### src/wdc_pkg.sv
// Shared types and constants for the weigh-and-dispense controller.
// Holds the item structs, the register indexes and the mode and event codes.
// No dependencies.
package wdc_pkg;

  localparam int MASS_W   = 14;
  localparam int RAW_W    = 24;
  localparam int ECHO_W   = 15;
  localparam int CFG_W    = 16;
  localparam int CFG_IDX_W = 3;

  localparam logic [MASS_W-1:0] MASS_MAX  = 14'd10000;
  localparam logic [MASS_W-1:0] AVG_RESET = 14'd500;

  // Register reset values.
  localparam logic [15:0] TARGET_MASS_RST = 16'd869;
  localparam logic [14:0] ECHO_LIMIT_RST  = 15'd1166;
  localparam logic [13:0] JAM_LIMIT_RST   = 14'd3000;
  localparam logic [15:0] TIMEOUT_RST     = 16'd600;
  localparam logic [15:0] ERR_HOLD_RST    = 16'd200;
  localparam logic [7:0]  MOTOR_DUTY_RST  = 8'd180;

  // Register indexes on the configuration port.
  localparam logic [CFG_IDX_W-1:0] CFG_TARGET_MASS = 3'd0;
  localparam logic [CFG_IDX_W-1:0] CFG_ECHO_LIMIT  = 3'd1;
  localparam logic [CFG_IDX_W-1:0] CFG_JAM_LIMIT   = 3'd2;
  localparam logic [CFG_IDX_W-1:0] CFG_TIMEOUT     = 3'd3;
  localparam logic [CFG_IDX_W-1:0] CFG_ERR_HOLD    = 3'd4;
  localparam logic [CFG_IDX_W-1:0] CFG_MOTOR_DUTY  = 3'd5;

  // Mode codes on the result channel.
  localparam logic [1:0] MODE_IDLE = 2'd0;
  localparam logic [1:0] MODE_DISP = 2'd1;
  localparam logic [1:0] MODE_ERR  = 2'd2;

  // Event codes on the result channel.
  localparam logic [2:0] EV_NONE     = 3'd0;
  localparam logic [2:0] EV_DONE     = 3'd1;
  localparam logic [2:0] EV_JAM_IDLE = 3'd2;
  localparam logic [2:0] EV_JAM_DISP = 3'd3;
  localparam logic [2:0] EV_TIMEOUT  = 3'd4;

  typedef struct packed {
    logic signed [RAW_W-1:0] raw_weight;
    logic                    weight_ready;
    logic [ECHO_W-1:0]       echo_time;
    logic                    schedule_due;
    logic                    manual_start;
    logic                    force_jam;
  } in_item_t;

  typedef struct packed {
    logic [1:0]        mode;
    logic [7:0]        motor_drive;
    logic [2:0]        event_res;
    logic [MASS_W-1:0] dispensed_mass;
    logic [MASS_W-1:0] current_mass;
    logic [MASS_W-1:0] consumption_average;
  } out_item_t;

endpackage

### src/wdc_avg.sv
// Consumption average update: (3*d + 7*avg) / 10, truncated.
// Depends on wdc_pkg for the mass width.
module wdc_avg
  import wdc_pkg::*;
(
  input  logic [MASS_W-1:0] disp_mass,
  input  logic [MASS_W-1:0] avg_mass,
  output logic [MASS_W-1:0] avg_next
);

  // Division by ten as a multiply by ceil(2^20/10). The error term stays
  // below one tenth for any sum under 2^18, and the sum peaks at 100000.
  localparam int SUM_W    = 17;
  localparam int SHIFT    = 20;
  localparam logic [SUM_W-1:0] RECIP = 17'd104858;

  logic [SUM_W-1:0]   disp_x3;
  logic [SUM_W-1:0]   avg_x7;
  logic [SUM_W-1:0]   sum;
  logic [2*SUM_W-1:0] prod;

  assign disp_x3  = (SUM_W'(disp_mass) << 1) + SUM_W'(disp_mass);
  assign avg_x7   = (SUM_W'(avg_mass) << 3) - SUM_W'(avg_mass);
  assign sum      = disp_x3 + avg_x7;
  assign prod     = (2*SUM_W)'(sum) * (2*SUM_W)'(RECIP);
  assign avg_next = prod[SHIFT +: MASS_W];

endmodule

### src/weigh_dispense_controller.sv
// Top level of the weigh-and-dispense controller: input register, control
// state machine and result register. Depends on wdc_pkg and wdc_avg.
//
//  channel  | ports                              | moves
//  ---------+------------------------------------+------------------------------
//  input    | in_valid, in_stall, in_data        | one control tick per item
//  result   | out_valid, out_stall, out_data     | one result item per tick
//  config   | cfg_we, cfg_index, cfg_wdata       | one register write per enable
//
// One item per cycle while the result channel is not stalled; an item's result
// reaches the ports through the input register, then the result register, set
// by the single state update.
// Reset is synchronous on rst_n and clears both registers' valid flags and the
// controller state. A stalled result holds in the result register while one
// more item waits in the input register; in_stall rises only when both are full.
module weigh_dispense_controller
  import wdc_pkg::*;
(
  input  logic                 clk,
  input  logic                 rst_n,
  input  logic                 in_valid,
  output logic                 in_stall,
  input  in_item_t             in_data,
  output logic                 out_valid,
  input  logic                 out_stall,
  output out_item_t            out_data,
  input  logic                 cfg_we,
  input  logic [CFG_IDX_W-1:0] cfg_index,
  input  logic [CFG_W-1:0]     cfg_wdata
);

  typedef enum logic [1:0] {
    ST_IDLE = 2'd0,
    ST_DISP = 2'd1,
    ST_ERR  = 2'd2
  } state_t;

  // Configuration registers.
  logic [15:0] target_mass_r;
  logic [14:0] echo_limit_r;
  logic [13:0] jam_limit_r;
  logic [15:0] timeout_r;
  logic [15:0] err_hold_r;
  logic [7:0]  motor_duty_r;

  // Pipeline and controller state.
  logic        s1_valid_r;
  in_item_t    s1_item_r;
  logic        out_valid_r;
  out_item_t   out_data_r;
  state_t      state_r, state_nxt;
  logic [MASS_W-1:0] latched_r, latched_nxt;
  logic [MASS_W-1:0] start_r, start_nxt;
  logic [MASS_W-1:0] avg_r, avg_nxt;
  logic [15:0] timer_r, timer_nxt;
  logic        jam_r, jam_nxt;

  logic              adv;
  logic [RAW_W-2:0]  raw_half;
  logic [MASS_W-1:0] conv_mass;
  logic [MASS_W-1:0] mass_new;
  logic [MASS_W-1:0] disp_calc;
  logic [MASS_W-1:0] avg_upd;
  logic              pend_eff;
  logic              echo_empty;
  logic              jam;
  logic              start_req;
  out_item_t         res;

  always_ff @(posedge clk) begin
    if (!rst_n) begin
      target_mass_r <= TARGET_MASS_RST;
      echo_limit_r  <= ECHO_LIMIT_RST;
      jam_limit_r   <= JAM_LIMIT_RST;
      timeout_r     <= TIMEOUT_RST;
      err_hold_r    <= ERR_HOLD_RST;
      motor_duty_r  <= MOTOR_DUTY_RST;
    end else if (cfg_we) begin
      case (cfg_index)
        CFG_TARGET_MASS: target_mass_r <= cfg_wdata;
        CFG_ECHO_LIMIT:  echo_limit_r  <= cfg_wdata[14:0];
        CFG_JAM_LIMIT:   jam_limit_r   <= cfg_wdata[13:0];
        CFG_TIMEOUT:     timeout_r     <= cfg_wdata;
        CFG_ERR_HOLD:    err_hold_r    <= cfg_wdata;
        CFG_MOTOR_DUTY:  motor_duty_r  <= cfg_wdata[7:0];
        default: ;
      endcase
    end
  end

  // The input register advances into the result register whenever the
  // result register is empty or being drained this cycle.
  assign adv      = s1_valid_r && (!out_valid_r || !out_stall);
  assign in_stall = s1_valid_r && out_valid_r && out_stall;

  // Load-cell count to decigrams: half the count, negatives to zero, clamped.
  assign raw_half  = s1_item_r.raw_weight[RAW_W-1:1];
  assign conv_mass = s1_item_r.raw_weight[RAW_W-1] ? '0 :
                     (raw_half > (RAW_W-1)'(MASS_MAX)) ? MASS_MAX :
                     raw_half[MASS_W-1:0];
  assign mass_new  = s1_item_r.weight_ready ? conv_mass : latched_r;
  assign disp_calc = (start_r > mass_new) ? start_r - mass_new : '0;

  assign pend_eff   = jam_r || s1_item_r.force_jam;
  assign echo_empty = (s1_item_r.echo_time == '0) || (s1_item_r.echo_time > echo_limit_r);
  assign jam        = pend_eff || (echo_empty && (mass_new > jam_limit_r));
  assign start_req  = s1_item_r.schedule_due || s1_item_r.manual_start;

  wdc_avg u_avg (
    .disp_mass (disp_calc),
    .avg_mass  (avg_r),
    .avg_next  (avg_upd)
  );

  always_comb begin
    state_nxt   = state_r;
    latched_nxt = latched_r;
    start_nxt   = start_r;
    avg_nxt     = avg_r;
    timer_nxt   = timer_r;
    jam_nxt     = pend_eff;
    res         = '0;
    res.event_res = EV_NONE;
    case (state_r)
      ST_DISP: begin
        latched_nxt        = mass_new;
        jam_nxt            = 1'b0;
        res.dispensed_mass = disp_calc;
        if (jam) begin
          state_nxt     = ST_ERR;
          timer_nxt     = '0;
          res.event_res = EV_JAM_DISP;
        end else if (16'(disp_calc) >= target_mass_r) begin
          avg_nxt       = avg_upd;
          state_nxt     = ST_IDLE;
          timer_nxt     = '0;
          res.event_res = EV_DONE;
        end else if (timer_r >= timeout_r) begin
          state_nxt     = ST_ERR;
          timer_nxt     = '0;
          res.event_res = EV_TIMEOUT;
        end else begin
          timer_nxt       = timer_r + 16'd1;
          res.motor_drive = motor_duty_r;
        end
      end
      ST_ERR: begin
        if (timer_r >= err_hold_r) begin
          state_nxt = ST_IDLE;
          timer_nxt = '0;
        end else begin
          timer_nxt = timer_r + 16'd1;
        end
      end
      default: begin
        // Idle, and any stray code, which behaves as idle.
        state_nxt   = ST_IDLE;
        latched_nxt = mass_new;
        jam_nxt     = 1'b0;
        if (jam) begin
          state_nxt     = ST_ERR;
          timer_nxt     = '0;
          res.event_res = EV_JAM_IDLE;
        end else if (start_req) begin
          start_nxt = mass_new;
          timer_nxt = '0;
          state_nxt = ST_DISP;
        end
      end
    endcase
    case (state_nxt)
      ST_DISP: res.mode = MODE_DISP;
      ST_ERR:  res.mode = MODE_ERR;
      default: res.mode = MODE_IDLE;
    endcase
    res.current_mass        = latched_nxt;
    res.consumption_average = avg_nxt;
  end

  always_ff @(posedge clk) begin
    if (!rst_n) begin
      s1_valid_r  <= 1'b0;
      out_valid_r <= 1'b0;
      state_r     <= ST_IDLE;
      latched_r   <= '0;
      start_r     <= '0;
      avg_r       <= AVG_RESET;
      timer_r     <= '0;
      jam_r       <= 1'b0;
    end else begin
      if (!in_stall) begin
        s1_valid_r <= in_valid;
        if (in_valid) begin
          s1_item_r <= in_data;
        end
      end
      if (adv) begin
        out_valid_r <= 1'b1;
        out_data_r  <= res;
        state_r     <= state_nxt;
        latched_r   <= latched_nxt;
        start_r     <= start_nxt;
        avg_r       <= avg_nxt;
        timer_r     <= timer_nxt;
        jam_r       <= jam_nxt;
      end else if (!out_stall) begin
        out_valid_r <= 1'b0;
      end
    end
  end

  assign out_valid = out_valid_r;
  assign out_data  = out_data_r;

endmodule

### config.mk
export PLATFORM = sky130hd
export DESIGN_NAME = weigh_dispense_controller
export DESIGN_NICKNAME = d
export VERILOG_FILES = /design/src/wdc_pkg.sv /design/src/wdc_avg.sv /design/src/weigh_dispense_controller.sv
export SDC_FILE = /design/constraint.sdc
export NUM_CORES = 1
export LEC_CHECK = 0
export ABC_AREA = 1
export BUFFER_PORTS_ARGS = -buffer_cell sky130_fd_sc_hd__buf_2
export CORE_ASPECT_RATIO = 1.4
export CORE_MARGIN = 4
export CORE_UTILIZATION = 25
export CTS_CLUSTER_SIZE = 28
export DETAILED_ROUTE_END_ITERATION = 7
export PLACE_DENSITY_LB_ADDON = 0.25
export SETUP_SLACK_MARGIN = 0.3
export SYNTH_ARGS = -nofsm -noshare
export SYNTH_HDL_FRONTEND = slang
export SYNTH_SLANG_ARGS = --single-unit
### constraint.sdc
create_clock -name clk -period 13 [get_ports clk]
set_input_delay 2.6 -clock clk [delete_from_list [all_inputs] [get_ports clk]]
set_output_delay 2.6 -clock clk [all_outputs]
set_load 0.005 [all_outputs]
# == Yosys cells after proc, flatten, opt, wreduce, memory -nomap -nowiden ==
# Cells that the tools add are included.
# totals
register_bits,246
# classes
n_eq_ne,10
n_reduce_logical,26
add_sub_neg,5
mux,31
n_lt_le_gt_ge,7
n_bitwise,4
mul,1
# op_table
cell,n
$mux 14,8
$mux 16,6
$mul 17x16->33 const B,1
$ge 16x16->1,2
$pmux 16 s2,1
$gt 14x14->1,2
$gt 23x14->1 const B,1
$add 17x17->17,1
$sub 17x14->17,1
$add 15x14->16,1
$add 16x1->16 const B,1
$ge 14x16->1,1
$reduce_and 2->1,8
$gt 15x15->1,1
$logic_not 15->1,1
$sub 14x14->14,1
$mux 2,6
$mux 3,3
$pmux 2 s2,2
$eq 3x2->1 const B,2
$eq 3x3->1 const B,2
$pmux 3 s2,1
$logic_or 1x1->1,5
$eq 2x1->1 const B,2
13 further kinds,24

# == Longest topological paths before layout ==
# Gate-level depths: netlist of run 1.
# depth
ltp_word,12
mapped_depth,75
ltp_nobuf,74

# == Cells and area by module ==
# From an unflattened synthesis of run 1, not the netlist that was laid out.
# hier_totals
hier_cells,2536
area_unflattened_um2,19712.7
# by_module_without_submodules
mod,seq_area_each_um2,area_each_um2,instances,cells_per_inst
weigh_dispense_controller,5875.6,12488.2,1,1547
wdc_avg,0.0,7224.4,1,989

# == Worst setup path after synthesis of run 1 ==
# Ideal clock, no wire load.
# synth_path
kind,register to register
startpoint,register s1_item_r (netlist bit raw_half[12])
endpoint,register out_data_r (netlist bit out_data[12]) (data pin)
period_less_slack_ns,11.065
path_buffers,3
setup_slack_ns,1.935
t_required_ns,12.742
arrival_ns,10.807
stages_incl_launch_ff,68
setup_ns,0.258
path_cell_list,edfxtp_1 -> inv_1 -> nand2_1 -> nor2_2 -> nand3_1 -> nand4_1 -> nand2_2 -> buf_6 -> inv_1 -> nor2_1 -> o22ai_1 -> inv_1 -> ha_1 -> nand2_1 -> inv_1 -> nand4_2 -> nor2_1 -> nand4_1 -> (+32 left out) -> fa_1 -> inv_1 -> fa_1 -> inv_1 -> ha_1 -> nand2_1 -> nor4_1 -> nand4_1 -> nand3_1 -> nand3_1 -> nand2_1 -> a31oi_1 -> o21ai_0 -> inv_1 -> o31ai_1 -> xor2_1 -> nand2_1 -> nand2_1
# synth_between
elab_chain_len,12
word_cells_on_any_way,17
# synth_lines
element,line,text
"start, declared",weigh_dispense_controller.sv:48,in_item_t s1_item_r;
"start signal, assigned",weigh_dispense_controller.sv:194,s1_item_r <= in_data;
$gt 23x14->1 *,weigh_dispense_controller.sv:99,(raw_half > (RAW_W-1)'(MASS_MAX)) ? MASS_MAX :
$mux 14 *,weigh_dispense_controller.sv:99,
$mux 14 *,weigh_dispense_controller.sv:98,assign conv_mass = s1_item_r.raw_weight[RAW_W-1] ? '0 :
$mux 14 *,weigh_dispense_controller.sv:101,assign mass_new = s1_item_r.weight_ready ? conv_mass : latched_r;
net mass_new[10],weigh_dispense_controller.sv:61,logic [MASS_W-1:0] mass_new;
$gt 14x14->1 *,weigh_dispense_controller.sv:102,assign disp_calc = (start_r > mass_new) ? start_r - mass_new : '0;
$mux 14 *,weigh_dispense_controller.sv:102,
net disp_calc[4],weigh_dispense_controller.sv:62,logic [MASS_W-1:0] disp_calc;
$add 15x14->16,wdc_avg.sv:22,assign disp_x3 = (SUM_W'(disp_mass) << 1) + SUM_W'(disp_mass);
$add 17x17->17,wdc_avg.sv:24,assign sum = disp_x3 + avg_x7;
$mul 17x16->33,wdc_avg.sv:25,assign prod = (2*SUM_W)'(sum) * (2*SUM_W)'(RECIP);
$mux 14 *,weigh_dispense_controller.sv:133,end else if (16'(disp_calc) >= target_mass_r) begin
$mux 14 *,weigh_dispense_controller.sv:129,if (jam) begin
$mux 14 *,weigh_dispense_controller.sv:124,case (state_r)
net avg_nxt[12],weigh_dispense_controller.sv:54,"logic [MASS_W-1:0] avg_r, avg_nxt;"
"end signal, assigned",weigh_dispense_controller.sv:199,out_data_r <= res;
"end, declared",weigh_dispense_controller.sv:50,out_item_t out_data_r;
# The timed path passes the listed nets; every way through them passes the cells marked *.
# A chain may end at the register's enable or synchronous reset.

# == Worst setup path after layout of run 1 ==
# layout_path
startpoint,register s1_item_r (netlist bit raw_half[0])
endpoint,register avg_r[12]
# layout_between
elab_chain_len,12
word_cells_on_any_way,17
# layout_lines
element,line,text
$gt 23x14->1,weigh_dispense_controller.sv:99,
$mux 14 *,weigh_dispense_controller.sv:99,
$mux 14 *,weigh_dispense_controller.sv:98,
$mux 14 *,weigh_dispense_controller.sv:101,
$sub 14x14->14 or $gt 14x14->1 (tied branches),weigh_dispense_controller.sv:102,
$mux 14 *,weigh_dispense_controller.sv:102,
net disp_calc[1],weigh_dispense_controller.sv:62,
$add 15x14->16,wdc_avg.sv:22,
$add 17x17->17,wdc_avg.sv:24,
$mul 17x16->33,wdc_avg.sv:25,
$mux 14 *,weigh_dispense_controller.sv:133,
$mux 14 *,weigh_dispense_controller.sv:129,
$mux 14 *,weigh_dispense_controller.sv:124,
net avg_nxt[12],weigh_dispense_controller.sv:54,
"end signal, assigned",weigh_dispense_controller.sv:203,avg_r <= avg_nxt;
"end, declared",weigh_dispense_controller.sv:54,
# Marked as above.

==> results of run 1 <==
[worst paths after layout]
kind	start	to	slack [ps]
min	err_hold_r[11]	err_hold_r[11]	460
min reg2reg	err_hold_r[11]	err_hold_r[11]	460
max reg2reg	raw_half[0]	avg_r[12]	1090
max	raw_half[0]	avg_r[12]	1090
[synthesized netlist by cell type, drive strengths merged, types with 4 or more instances]
cell,instances,area [um2]
nand3,49,283
xor2,33,297
a211oi,20,150
a21o,7,52.6
ha,252,3150
o21bai,7,52.6
nor4,8,50.1
nor3,16,80.1
clkbuf,40,150
inv,459,1720
fa,101,2020
o21a,5,37.5
a31oi,13,81.3
nand4,30,194
o211ai,37,278
nor2,178,704
dfxtp,148,2960
xnor2,20,175
edfxtp,97,2910
o21ai,152,787
o31ai,4,30.0
buf,9,81.3
nand2,262,1110
a21oi,186,931
[registers in the layout, summed over array words and instances, names as in the netlist]
name,cells
out_data,55
raw_half,23
s1_item_r,19
err_hold_r,16
target_mass_r,16
timeout_r,16
timer_r,16
echo_limit_r,15
avg_r,14
jam_limit_r,14
latched_r,14
start_r,14
motor_duty_r,8
state_r,2
jam_r,1
out_valid,1
s1_valid_r,1
[cell type report]
type                            instances  area (um2)  share of cell area, %
Clock buffer                           38         853                   3.96
Clock inverter                         14         138                  0.639
Inverter                              460        1730                   8.02
Multi-Input combinational cell       1399       10800                   50.2
Sequential cell                       245        5880                   27.3
Tap cell                              952        1190                   5.53
Timing Repair Buffer                  166         941                   4.37
[critical path, delay by kind of cell, from the launching register on]
kind                     cells  cell delay [ps]
adder cells (fa/ha/maj)     12             4560
AND/OR/NAND/NOR             24             3050
AO/OA/AOI/OAI               14             2100
buffers and inverters       15             1200
XOR/XNOR                     3              490
flip-flops                   1              440
[what timing repair did]
action | 4_1_cts | 5_1_grt
setup buffers | 0 | 17
hold buffers | 0 | 0
cloned | 0 | 1
resized for setup | 3 | 29
endpoints found under the setup margin | 2 | 19
pin swaps | 0 | 10
[cells by family after synthesis]
family,share of synthesized area (%)
AOI/OAI and AO/OA,13.6
DFF,31.9
and+or+nand+nor,13.3
buffers and inverters,10.6
xor gates and xnor gates,2.56
adders and majority gates,28.1
[metal layers]
layer / up-vias / part of all wire [%]
met3: 69 / 3.1
met5: - / 0
met4: 0 / 3.1
met2: 238 / 53
li1: 7347 / -
met1: 6864 / 40
[per-stage QoR]
step	setup WS [ps]	area, um2	std cells	util [%]	hold WS (ps)
2_1_floorplan	1940	18400	2152	-	430
3_3_place_gp	340	20200	3204	27.7	445
3_5_place_dp	294	20200	3204	27.7	452
4_1_cts	313	21200	3256	29.1	462
5_1_grt	278	21500	3274	29.5	479
6_report	1090	21500	3274	29.5	457
==> qor.csv, run 1 <==
stage;metric;value;unit
logic_synthesis;async_flop_share;0;%
logic_synthesis;ys_seq_area_share;31.9;%
global_route;grt.busiest_layer;met2;
routing;routedWlPerCell;16.0;um
die;rows;117;
routing;drt-vias-per-instance;4.43;
global_route;grt_pass1_wl;81.9;mm
sta;clock.fmax;0.0840;GHz
sta;fin_tns_setup;0;ps
global_route;grt_max_degree;66;
critical_path;crit_path_max_incr_delay;560;ps
sta;final_hold_viol_count;0;
cts;cts_tree;done;
logic_synthesis;synth.avg_cell_area;8.57;um2
die;dieHeight;329;um
sta;rsz0062_at_grt;no;
cts;clockBufferDepth;3;
routing;drtIter0Drc;492;
sta;setup_viol;0;
logic_synthesis;postSynthCellCount;2152;
critical_path;cp_common_cell;inv_1;
cells_and_area;antenna_cells;0;
critical_path;worst_setup_path_end_kind;flop;
cells_and_area;drive_gt1_share;12.9;%
sta;timing.final.crit_period;11910;ps
run;drv_cap;0;
logic_synthesis;ys_warn_count;0;
cells_and_area;area.growth.synth_to_final;16.7;%
die;initial_utilization;25.3;%
cts;cts.sinks;245;
cts;h-tree-depth;1;
routing;dr_total_vias;14500;
logic_synthesis;syn-num-nets;2572;
die;num_io_pins;124;
hold_path;holdPathStages;2;
placed_design;dpl.hpwl;41.8;mm
routing;drc_errors;0;
sta;worst_pin_slew;877;ps
cts;cts_buffers;28;
global_route;met3_usage;1.47;%
critical_path;critical_path.max_fanout;7;
global_route;grt_use_met1;14.9;%
critical_path;crit_path_start_kind;flop;
placed_design;globalplace.congestion;0.859;
die;die-area;0.0782;mm2
logic_synthesis;synth-edff-count;97;
sta;finClkSkew;17.9;ps
cells_and_area;final_cell_mix;449 x inv_1, 247 x ha_1, 230 x nand2_1;
global_route;antenna_found_initial;0;
global_route;grtUsageMet2;25.8;%
logic_synthesis;synth_ff_type;dfxtp_1;
critical_path;crit_slowest_cell;fa_1;
die;core;0.0729;mm2
placed_design;io_buffers;122;
die;die_x;238;um
critical_path;critPathKind;reg -> reg;
sta;slew_headroom;41.5;%
cells_and_area;nets;2720;
global_route;grtUsageTotal;13.2;%
cells_and_area;fillers;7796;
hold_path;hp-class;reg -> reg;
logic_synthesis;yosysUniqueCellTypes;52;
critical_path;reg2reg_depth;68;
cts;clk_pin_slew;60;ps
critical_path;arrival;12410;ps
cts;clk-insertion-delay-late;570;ps
logic_synthesis;synth-seq-cells;245;
cells_and_area;final_common_cell;inv_1;
global_route;grt_pass1_vias;15000;
critical_path;crit_required;13510;ps
routing;wl;52.2;mm
sta;final_max_slew_viol_count;0;
routing;ant_nets;0;
logic_synthesis;syn-cell-area;0.0184;mm2
cts;clockRootBuffer;clkbuf_16;
status;outcome;finished clean;
routing;dr.pass1.iters;5;
sta;finalCritPeriodShare;91.6;%
global_route;gr-total-overflow;0;
Power of run 1 is left out: the tool's default activity adds up to more than one toggle a clock period on the data nets, which glitch-free logic cannot reach.
==> inputs of run 2 (changes only) <==
Settings changed: CAP_MARGIN set to 20, CORE_UTILIZATION 25 to 55.
==> qor.csv, run 2 (synthesis gave the netlist of run 1 again) <==
stage;metric;value;unit;change
sta;final_max_slew_viol_count;0;;unchanged
cts;clk-insertion-delay-late;530;ps;was 570 ps
critical_path;r2r_slack;1050;ps;was 1090 ps
routing;wl;45.4;mm;was 52.2 mm
sta;final_hold_viol_count;0;;unchanged
placed_design;pre_cts_slack;557;ps;was 294 ps
global_route;grtUsageTotal;24.8;%;was 13.2%
hold_path;holdPathStages;2;;unchanged
cells_and_area;final_area;0.0205;mm2;was 0.0215 mm2
placed_design;dpl.hpwl;36.5;mm;was 41.8 mm
status;outcome;finished clean;;unchanged
routing;drt-vias-per-instance;5.35;;was 4.43
routing;drtIter0Drc;815;;was 492
cells_and_area;final_cell_mix;450 x inv_1, 249 x ha_1, 231 x nand2_1;;was 449 x inv_1, 247 x ha_1, 230 x nand2_1
cells_and_area;fillers;2941;;was 7,796
die;initial_utilization;55.5;%;was 25.3%
critical_path;crit_path_max_incr_delay;550;ps;was 560 ps
critical_path;cp_common_cell;inv_1;;unchanged
critical_path;reg2reg_depth;67;;was 68
die;dieHeight;225;um;was 329 um
cts;cts.sinks;245;;unchanged
cts;clk_pin_slew;70;ps;was 60 ps
cts;cts_tree;done;;unchanged
die;die-area;0.0366;mm2;was 0.0782 mm2
sta;finClkSkew;19.8;ps;was 17.9 ps
global_route;antenna_found_initial;0;;unchanged
global_route;grt_pass1_vias;14800;;was 15,000
sta;finalCritPeriodShare;91.9;%;was 91.6%
cells_and_area;largest_reg_flops;55;;unchanged
cells_and_area;drive_gt1_share;12.0;%;was 12.9%
sta;slew_headroom;38.1;%;was 41.5%
placed_design;globalplace.congestion;0.952;;was 0.859
run;drv_cap;0;;unchanged
critical_path;critical_path.max_fanout;6;;was 7
hold_path;hp-class;reg -> reg;;unchanged
sta;fin_tns_setup;0;ps;unchanged
placed_design;place_area;0.0196;mm2;was 0.0202 mm2
cts;cts_buffers;23;;was 28
routing;dr.pass1.iters;5;;unchanged
cells_and_area;final_util;61.7;%;was 29.5%
placed_design;io_buffers;122;;unchanged
critical_path;critPathKind;reg -> reg;;unchanged
cells_and_area;area.growth.synth_to_final;11.1;%;was 16.7%
cts;clockRootBuffer;clkbuf_16;;unchanged
routing;ant_nets;0;;unchanged
global_route;grt_max_degree;65;;was 66
sta;timing.final.crit_period;11950;ps;was 11,910 ps
sta;worst_pin_slew;926;ps;was 877 ps
sta;worst_slack;1050;ps;was 1090 ps
critical_path;arrival;12310;ps;was 12,410 ps
sta;setup_viol;0;;unchanged
cells_and_area;final_common_cell;inv_1;;unchanged
critical_path;worst_setup_path_end_kind;flop;;unchanged
die;num_io_pins;124;;unchanged
routing;routedWlPerCell;16.5;um;was 16.0 um
sta;clock.fmax;0.0837;GHz;was 0.0840 GHz
sta;rsz0062_at_grt;no;;unchanged
cells_and_area;antenna_cells;0;;unchanged
global_route;grt_pass1_wl;72.7;mm;was 81.9 mm
critical_path;crit_slowest_cell;fa_1;;unchanged
routing;drc_errors;0;;unchanged
die;core;0.0332;mm2;was 0.0729 mm2
routing;dr_total_vias;14700;;was 14,500
die;rows;79;;was 117
cells_and_area;nets;2705;;was 2,720
die;die_x;163;um;was 238 um
global_route;gr-total-overflow;0;;unchanged
cts;h-tree-depth;1;;unchanged
critical_path;crit_path_start_kind;flop;;unchanged
cts;clockBufferDepth;3;;unchanged
critical_path;crit_required;13360;ps;was 13,510 ps
## run 2: changes by cell type in the layout (fill, tap and decap cells not counted), moves of 2 or more
cell	previous run	this run
ha_1	247	249
bufinv_16	2	0
clkbuf_16	32	23
clkbuf_1	3	5
a31oi_4	2	0
clkinvlp_4	3	0
nor2_1	167	169
ha_4	4	2
nor2_2	8	6
buf_4	44	34
clkinv_4	1	3
a31oi_2	0	2
clkinv_1	4	2
## run 2: worst max-delay path: cells and delay by family, from the launching register on
| kind | cells | cell delay [ps] |
|---|---|---|
| DFF | 1 | 450 |
| adders and majority gates | 13 | 4670 |
| buffers and inverters | 12 | 1010 |
| and+or+nand+nor | 22 | 2470 |
| AOI/OAI and AO/OA | 17 | 2540 |
| xor gates and xnor gates | 3 | 630 |
## run 2: final cells by class
class / instances / area, um2 / area share (%)
Multi-Input combinational cell: 1399 / 10800 / 52.5
Sequential cell: 245 / 5880 / 28.7
Inverter: 460 / 1730 / 8.42
Timing Repair Buffer: 156 / 866 / 4.22
Clock buffer: 33 / 654 / 3.19
Tap cell: 445 / 557 / 2.72
Clock inverter: 9 / 60.1 / 0.293
## run 2: timing repair
item | in CTS | in global routing
resized for setup | 0 | 23
setup buffers | 0 | 10
hold endpoints to repair | 0 | 0
hold buffers | 0 | 0
endpoints found under the setup margin | 0 | 9
## run 2: path summary, 6_finish.rpt
path                                 startpoint              end
worst min register to register  motor_duty_r[0]  motor_duty_r[0]
worst max-delay path               raw_half[22]         avg_r[8]
worst min-delay path            motor_duty_r[0]  motor_duty_r[0]
worst max register to register     raw_half[22]         avg_r[8]
## run 2: metal layers
layer  up-vias  global-route usage (%)  part of all wire [%]
met2       368                    48.4                    54
met1      6915                    26.8                    37
met3       106                    2.27                   4.0
met5         -                       0                     0
li1       7310                       -                     -
met4         0                    10.5                   4.6
## run 2: through the flow
stage | instances | hold WS [ps]
after floorplan | 2152 | 430
after global placement | 2694 | 447
after detailed placement | 2694 | 450
after CTS | 2736 | 461
after global routing | 2747 | 481
final | 2747 | 461
Power of run 2 is left out for the same reason.
